<file path="src/rtl/core/dcmap_pkg.sv">
package dcmap_pkg;

	localparam int NUM_CHANNELS = 3;

	// Channel order is red, green, blue.
	typedef logic [14:0] chan_base_t [NUM_CHANNELS];
	typedef logic signed [15:0] chan_slope_t [NUM_CHANNELS];

	// Both curves are held as 255 * color in hundredths. The base is the start
	// color and the slope is the end color minus the start color.
	localparam chan_base_t  BLUE_BASE   = '{15'd2040, 15'd5100, 15'd20400};
	localparam chan_slope_t BLUE_SLOPE  = '{16'sd23460, 16'sd20400, 16'sd5100};
	localparam chan_base_t  WHITE_BASE  = '{15'd25500, 15'd25500, 15'd25500};
	localparam chan_slope_t WHITE_SLOPE = '{-16'sd3825, -16'sd22950, -16'sd24225};

	// Position scale: t = floor((a * 80 + 3 * 32768) / 3), saturated to 0 .. 65536.
	localparam int           POS_OFFSET   = 98304;
	localparam int           POS_SAT      = 196608;
	localparam logic [22:0]  RECIP_THREE  = 23'd5592406;
	localparam int           RECIP_THREE_SHIFT = 24;

	// Smoothstep weight is 3 * 65536 - 2 * s.
	localparam logic [17:0]  SMOOTH_THREE = 18'd196608;

	// Final scaling: floor(y / 100) for y below 25600.
	localparam logic [14:0]  RECIP_HUNDRED = 15'd20972;
	localparam logic [14:0]  CHAN_MAX_SUM  = 15'd25500;

endpackage

</file>
<file path="src/rtl/core/diverging_colormap_pixel_core.sv">
// Diverging blue-white-red colormap: one signed Q4.12 amplitude sample in,
// one 8-bit RGB pixel out.
//
// Input channel: in_valid / in_ready with amplitude. Output channel:
// out_valid / out_ready with red, green and blue. A beat is taken on a rising
// clock edge at which valid and ready are both high.
//
// The datapath is a six-stage pipeline: position scaling, divide by three
// with saturation and branch select, squaring, smoothstep product, color
// blend, and the final divide by 100 into the output register. While the
// receiver keeps out_ready high, one beat can be accepted in every cycle,
// so throughput is one pixel per clock.
//
// Each stage advances when it is empty or the stage after it advances, so
// bubbles collapse and a stalled receiver backs the pipeline up one stage at
// a time. in_ready drops only once all six stages hold data and out_ready is
// low; nothing is lost or repeated across a stall.
//
// Reset clears all stage valid bits; the data registers are not reset.
module diverging_colormap_pixel_core #(
	parameter int AMPLITUDE_WIDTH = 16
) (
	input  logic                              clk,
	input  logic                              arst_n,
	input  logic                              in_valid,
	output logic                              in_ready,
	input  logic signed [AMPLITUDE_WIDTH-1:0] amplitude,
	output logic                              out_valid,
	input  logic                              out_ready,
	output logic        [7:0]                 red,
	output logic        [7:0]                 green,
	output logic        [7:0]                 blue
);

	localparam int NW = AMPLITUDE_WIDTH + 19;
	localparam int NCH = dcmap_pkg::NUM_CHANNELS;

	logic v_s1, v_s2, v_s3, v_s4, v_s5, v_s6;
	logic en_s1, en_s2, en_s3, en_s4, en_s5, en_s6;

	logic [17:0] n_s1;
	logic        sat_lo_s1, sat_hi_s1;
	logic [16:0] s_s2, s_s3;
	logic        upper_s2, upper_s3, upper_s4;
	logic [32:0] sq_s3;
	logic [16:0] h_s4;
	logic [14:0] y_s5 [NCH];
	logic [7:0]  c_s6 [NCH];

	logic signed [NW-1:0] amp_x, num;
	logic [40:0] q_prod;
	logic [16:0] t_pos;
	logic [16:0] s_next;
	logic        upper_next;
	logic [17:0] weight;
	logic [50:0] h_prod;
	logic [14:0] y_next [NCH];
	logic [7:0]  c_next [NCH];

	assign en_s6 = !v_s6 || out_ready;
	assign en_s5 = !v_s5 || en_s6;
	assign en_s4 = !v_s4 || en_s5;
	assign en_s3 = !v_s3 || en_s4;
	assign en_s2 = !v_s2 || en_s3;
	assign en_s1 = !v_s1 || en_s2;
	assign in_ready = en_s1;
	assign out_valid = v_s6;
	assign red = c_s6[0];
	assign green = c_s6[1];
	assign blue = c_s6[2];

	// Stage 1: position numerator a * 80 + 98304 and its saturation.
	always_comb begin
		amp_x = NW'(amplitude);
		num = (amp_x <<< 6) + (amp_x <<< 4) + NW'(dcmap_pkg::POS_OFFSET);
	end

	// Stage 2: exact floor division by three through a reciprocal, which
	// holds for numerators below 2^23; then the branch split.
	always_comb begin
		q_prod = 41'(n_s1) * 41'(dcmap_pkg::RECIP_THREE);
		if (sat_lo_s1) begin
			t_pos = '0;
		end else if (sat_hi_s1) begin
			t_pos = 17'h10000;
		end else begin
			t_pos = {1'b0, q_prod[dcmap_pkg::RECIP_THREE_SHIFT +: 16]};
		end
		upper_next = t_pos[16] | t_pos[15];
		s_next = t_pos[16] ? 17'h10000 : {1'b0, t_pos[14:0], 1'b0};
	end

	// Stage 4: h = s * s * (3 - 2s) in Q0.16.
	always_comb begin
		weight = dcmap_pkg::SMOOTH_THREE - {s_s3, 1'b0};
		h_prod = 51'(sq_s3) * 51'(weight);
	end

	// Stage 5 blends the channel; stage 6 divides by 100 by reciprocal.
	always_comb begin
		logic signed [33:0] blend;
		logic signed [17:0] blend_hi;
		logic [29:0]        div_prod;
		for (int k = 0; k < NCH; k++) begin
			blend = (upper_s4 ? dcmap_pkg::WHITE_SLOPE[k] : dcmap_pkg::BLUE_SLOPE[k])
				* $signed({1'b0, h_s4});
			blend_hi = blend[33:16];
			y_next[k] = 15'(18'($signed({3'b000,
				(upper_s4 ? dcmap_pkg::WHITE_BASE[k] : dcmap_pkg::BLUE_BASE[k])}))
				+ blend_hi);
			div_prod = 30'(y_s5[k]) * 30'(dcmap_pkg::RECIP_HUNDRED);
			c_next[k] = div_prod[28:21];
		end
	end

	always_ff @(posedge clk or negedge arst_n) begin
		if (!arst_n) begin
			v_s1 <= 1'b0;
			v_s2 <= 1'b0;
			v_s3 <= 1'b0;
			v_s4 <= 1'b0;
			v_s5 <= 1'b0;
			v_s6 <= 1'b0;
		end else begin
			if (en_s1) v_s1 <= in_valid;
			if (en_s2) v_s2 <= v_s1;
			if (en_s3) v_s3 <= v_s2;
			if (en_s4) v_s4 <= v_s3;
			if (en_s5) v_s5 <= v_s4;
			if (en_s6) v_s6 <= v_s5;
		end
	end

	always_ff @(posedge clk) begin
		if (en_s1) begin
			n_s1 <= num[17:0];
			sat_lo_s1 <= (num <= 0);
			sat_hi_s1 <= (num >= NW'(dcmap_pkg::POS_SAT));
		end
		if (en_s2) begin
			s_s2 <= s_next;
			upper_s2 <= upper_next;
		end
		if (en_s3) begin
			sq_s3 <= 33'(34'(s_s2) * 34'(s_s2));
			s_s3 <= s_s2;
			upper_s3 <= upper_s2;
		end
		if (en_s4) begin
			h_s4 <= h_prod[48:32];
			upper_s4 <= upper_s3;
		end
		if (en_s5) begin
			y_s5 <= y_next;
		end
		if (en_s6) begin
			c_s6 <= c_next;
		end
	end

	a_full_stall_blocks_input: assert property (@(posedge clk) disable iff (!arst_n)
		(v_s1 && v_s2 && v_s3 && v_s4 && v_s5 && v_s6 && !out_ready) |-> !in_ready)
		else $error("input accepted while the pipeline is full and stalled");

	a_stage5_reaches_output: assert property (@(posedge clk) disable iff (!arst_n)
		(v_s5 && en_s6) |=> out_valid)
		else $error("beat in the blend stage was dropped");

	a_lower_branch_range: assert property (@(posedge clk) disable iff (!arst_n)
		(v_s2 && !upper_s2) |-> (s_s2 < 17'h10000))
		else $error("lower branch position out of range");

	a_smooth_range: assert property (@(posedge clk) disable iff (!arst_n)
		v_s4 |-> (h_s4 <= 17'h10000))
		else $error("smoothstep weight above one");

	a_blend_range: assert property (@(posedge clk) disable iff (!arst_n)
		v_s5 |-> (y_s5[0] <= dcmap_pkg::CHAN_MAX_SUM && y_s5[1] <= dcmap_pkg::CHAN_MAX_SUM
			&& y_s5[2] <= dcmap_pkg::CHAN_MAX_SUM))
		else $error("blended channel above full scale");

endmodule

</file>
<file path="config.mk">
export PLATFORM = sky130hd
export DESIGN_NAME = diverging_colormap_pixel_core
export DESIGN_NICKNAME = d
export VERILOG_FILES = /design/src/rtl/core/dcmap_pkg.sv /design/src/rtl/core/diverging_colormap_pixel_core.sv
export SDC_FILE = /design/constraint.sdc
export NUM_CORES = 2
export LEC_CHECK = 0
export BUFFER_PORTS_ARGS = -buffer_cell sky130_fd_sc_hd__buf_2
export CORE_UTILIZATION = 60
export DETAILED_ROUTE_END_ITERATION = 12
export GPL_TIMING_DRIVEN = 0
export HOLD_SLACK_MARGIN = 0.05
export PLACE_DENSITY = 0.77
export SLEW_MARGIN = 20
export SYNTH_ARGS = -nofsm -noshare
export SYNTH_HDL_FRONTEND = slang
export SYNTH_SLANG_ARGS = --single-unit
</file>
<file path="constraint.sdc">
create_clock -name clk -period 10.4 [get_ports clk]
set_clock_uncertainty 0.2 [all_clocks]
set_input_delay 0.52 -clock clk [delete_from_list [all_inputs] [get_ports clk]]
set_output_delay 0.52 -clock clk [all_outputs]
set_load 0.01 [all_outputs]
</file>
Yosys cells after proc, flatten, opt, wreduce, memory -nomap -nowiden
Index checks and enable logic that the tools add are counted.
{"block": "op_classes", "mux": 9, "add_sub_neg": 6, "multipliers": 9, "reduce_logical": 13, "magnitude_cmp": 2, "n_eq_ne": 0, "shifts": 0, "n_bitwise": 1, "div_mod_pow": 0}
{"operator": "$mul A34 B18 Y31", "n": 3}
{"operator": "$mux W34", "n": 3}
{"operator": "$mul A15 B13 Y27 const B", "n": 3}
{"operator": "$mux W17", "n": 3}
{"operator": "$mul A33 B18 Y49", "n": 1}
{"operator": "$add A15 B15 Y15", "n": 3}
{"operator": "$mul A18 B22 Y39 const B", "n": 1}
{"operator": "$mul A17 B17 Y33", "n": 1}
{"operator": "$mux W15", "n": 2}
{"operator": "$add A23 B18 Y24 const B", "n": 1}
{"operator": "$ge A24 B19 Y1 const B", "n": 1}
{"operator": "$le A24 B1 Y1 const B", "n": 1}
{"operator": "$add A22 B20 Y23", "n": 1}
{"operator": "$sub A18 B18 Y18 const A", "n": 1}
{"operator": "$mux W14", "n": 1}
{"operator": "$logic_not A1 Y1", "n": 6}
{"operator": "$logic_or A1 B1 Y1", "n": 6}
{"operator": "$reduce_or A3 Y1", "n": 1}
{"operator": "$or A1 B1 Y1", "n": 1}
{"block": "totals", "latch_bits": 0, "input_bits": 20, "register_bits": 182, "romBits": 0, "mem_bits_rw": 0, "n_memories": 0, "out_inout_bits": 26, "elab_cells": 63}

Logic depth before layout (Yosys ltp)
{"block": "logic_depth", "word_depth": 7, "ltp_mapped": 38, "ltp_nobuf": 37}

Least setup slack after synthesis
No wires, ideal clock.
{"block": "synth_path", "kind": "reg-to-reg", "start": "register upper_s4", "end": "register y_s5[29] (netlist bit) (data pin)", "setup_slack_ns": 1.369, "stages_incl_launch_ff": 26, "arrival_ns": 8.572, "setup_ns": 0.259, "cell_sequence": "edfxtp_1 > inv_1 > clkbuf_1 > buf_1 > nor2_1 > fa_1 > fa_1 > inv_1 > fa_1 > fa_1 > inv_1 > fa_1 > ha_1 > buf_2 > a21o_1 > a21oi_1 > o21ai_0 > a211oi_2 > o21bai_1 > a21oi_1 > xnor2_1 > ha_1 > nor4b_2 > or4_1 > nand4_1 > xnor2_1"}
{"item": "start, declared", "line_no": "diverging_colormap_pixel_core.sv:44", "text": "logic upper_s2, upper_s3, upper_s4;"}
{"item": "start signal, assigned", "line_no": "diverging_colormap_pixel_core.sv:151", "text": "upper_s4 <= upper_s3;"}
{"item": "end signal, assigned", "line_no": "diverging_colormap_pixel_core.sv:154", "text": "y_s5 <= y_next;"}
{"item": "end, declared", "line_no": "diverging_colormap_pixel_core.sv:47", "text": "logic [14:0] y_s5 [NCH];"}

==> results.md <==
* Outcome: finished, final reports clean
* DRC Markers at 0
* Port buffer count at 45
* Final Hold Vio Count at 0
* Syn Area/Cell at 9.85 µm²
* Iteration-0 DRC Markers at 2,655
* Top post-synthesis cells by count: inv_1 (2,027), fa_1 (1,383), ha_1 (967)
* Final Critical Period at just over 10 ns
* Worst Path Arrival at just over 10 ns
* DR vias/cell at ~5.5
* DRT antenna net count at 0
* Hold Crit Class: input pin to asynchronous set/reset pin
* Crit path max-delay family: adder cells
* Slowest cell on the critical path: fa_1
* Worst path bufs/invs at 7
* Nets at roughly 8,900
* Std-Cell Rows at 118
* Synth area leaders: fa_1 (44%), ha_1 (19%), inv_1 (12%)
* Overall die height at roughly 330 µm
* Seq/Total Area, Yosys at 0.0811
* Layout cells sized above 1 at 0.0212
* Ant diodes at 0
* Placement Cell Area at between 0.06 and 0.07 mm²
* Drt pass-1 iters at 6
* WS Path Type: register to register
* Overflow after GRT at 0
* Maxcap violations at 0
* Ys async rst share at 0.0349
* RSZ-0062 raised after global routing: true
* Routed WL at roughly 150,000 µm
* Clk_lat worst skew at 0.54 ns
* Post-synth EDFFs at about 170
* CP Launch Type: register
* Slew Viols, Final at 0
* Top cell type's share of synthesized area at 0.437
* Post-DP HPWL at around 130,000 µm
* Register area at around 0.0051 mm²
* Core ar. at 0.104 mm²
* Clock buffer depth at 2
* Post-DR wirelength/cell at about 19 µm
* Clk sinks at ~170
* GPL Wtd Cong at between 0.9 and 1
* Slew HR at 0.212
* Die Width at between 300 and 400 µm
* Final-layout fill cell count at about 8,200
* Mapped Cells at between 6,000 and 7,000
* Synth Flop Type: edfxtp_1
* FF+latch count, synth at 172
* H-tree levels at 4
* Worst-Margin Slew at roughly 1.2 ns
* Period utilization at 0.970
* Post-synth cell types at 84
* Vias in the first global route at roughly 48,000
* Post-route insts no fill at ~8,000
* CP endpoint kind: register
* Pin count of the biggest net entering global routing at 46
* Synth-to-layout area growth at 4.54%
* Die area at ~0.11 mm²
* Total I/O pin count at 46
* CTS Root Cell: clkbuf_16
* Critical path peak fanout at 13
* TritonCTS buffer count at 17
* Initial antenna violation count at 4
* Post-Layout Inst Area at 0.0662 mm²
* Most common cell in the netlist: inv_1
* Worst path max stage delay at ~0.97 ns
* Crit path top cell by count: fa_1
* First-pass GRT wire length at 248,000 µm
* DR vias at about 43,000
* Crit path required time at 10.45 ns
* Max Clk Rate at 99.1 MHz
* Final setup viols at 0
* Multi-input gate area at 0.0503 mm²
* Placed insts at 7,887
* CTS tree: built
* Synthesized cell area at 0.0633 mm²
* Reg clk slew, reported paths at about 0.1 ns
* Area leader, netlist: fa_1
* All-Layer GR Usage at 0.298
* Starting Density at 0.609
* Ys Warns at 0
==> per-stage QoR <==
step                      utilization  TNS, ns  hold slack [ns]  setup slack, ns
final                           0.636        0            0.132            0.308
after global routing            0.636  -0.0466            0.127          -0.0466
after CTS                       0.636        0            0.106            0.104
after detailed placement        0.629    -1.11            0.148           -0.479
after global placement          0.628   -22.86            0.145            -1.90
after floorplan                     -        0           0.0244             1.37
==> routing by layer <==
| layer | GRT usage | vias to the layer above | part of all wire |
|---|---|---|---|
| li1 | - | 19460 | - |
| met2 | 0.507 | 1534 | 0.49 |
| met3 | 0.0621 | 465 | 0.076 |
| met4 | 0.128 | 4 | 0.049 |
| met1 | 0.369 | 21844 | 0.38 |
| met5 | 0 | - | 0.00017 |
==> sequential cells by signal, indices dropped and copies added (netlist names), 8 cells and up <==
signal / flops
green: 8
s_s3: 15
red: 8
y_s5: 45
sq_s3: 30
h_s4: 17
s_s2: 16
blue: 8
n_s1: 14
==> cells in the final DEF (no fill, tap or decap), types with 64 or more instances in the layout <==
cell type and instances:
edfxtp_1 166, clkbuf_1 111, a21oi_1 134, inv_1 2024, nand2_1 469, fa_1 1382, and2_1 245, ha_1 967
xnor2_1 157, nor2_1 143, o21ai_0 64
==> repair_timing <==
action | CTS | global route
hold buffers | 4 | 0
setup buffers | 4 | 0
setup endpoints to repair | 8 | 12
resized for setup | 0 | 10
hold endpoints to repair | 9 | 0
==> kinds of logic after synthesis <==
kind of cell             synth area share
other                            0.000119
AND/OR/NAND/NOR                    0.0830
AO/OA/AOI/OAI                      0.0483
XOR/XNOR                           0.0308
multiplexers                      0.00132
flip-flops                         0.0811
buffers and inverters               0.127
adder cells (fa/ha/maj)             0.628
==> final cells by class <==
cell class,count,share of cell area
Clock buffer,17,0.00642
Multi-Input combinational cell,4139,0.759
Sequential cell,172,0.0775
Tap cell,1380,0.0261
Buffer,121,0.00703
Timing Repair Buffer,56,0.00559
Inverter,2027,0.115
Clock inverter,15,0.00333
==> path summary, 6_finish.rpt <==
| path | depth (start not counted) | startpoint | to | slack [ns] |
|---|---|---|---|---|
| setup / recovery | 26 | upper_s4$_DFFE_PP_ | y_s5[14]$_DFFE_PP_ | 0.31 |
| hold / removal | 2 | arst_n | v_s5$_DFFE_PN0P_ | 0.13 |
| setup reg to reg | 26 | upper_s4$_DFFE_PP_ | y_s5[14]$_DFFE_PP_ | 0.31 |
| hold reg to reg | 2 | v_s3$_DFFE_PN0P_ | v_s4$_DFFE_PN0P_ | 0.26 |
| max in group asynchronous | 2 | arst_n | v_s2$_DFFE_PN0P_ | 9.73 |
| min in group clk | 2 | amplitude[2] | n_s1[6]$_DFFE_PP_ | 0.14 |
Power is left out: the tool's default activity adds up to more than one toggle a clock period on the data nets, which glitch-free logic cannot reach.
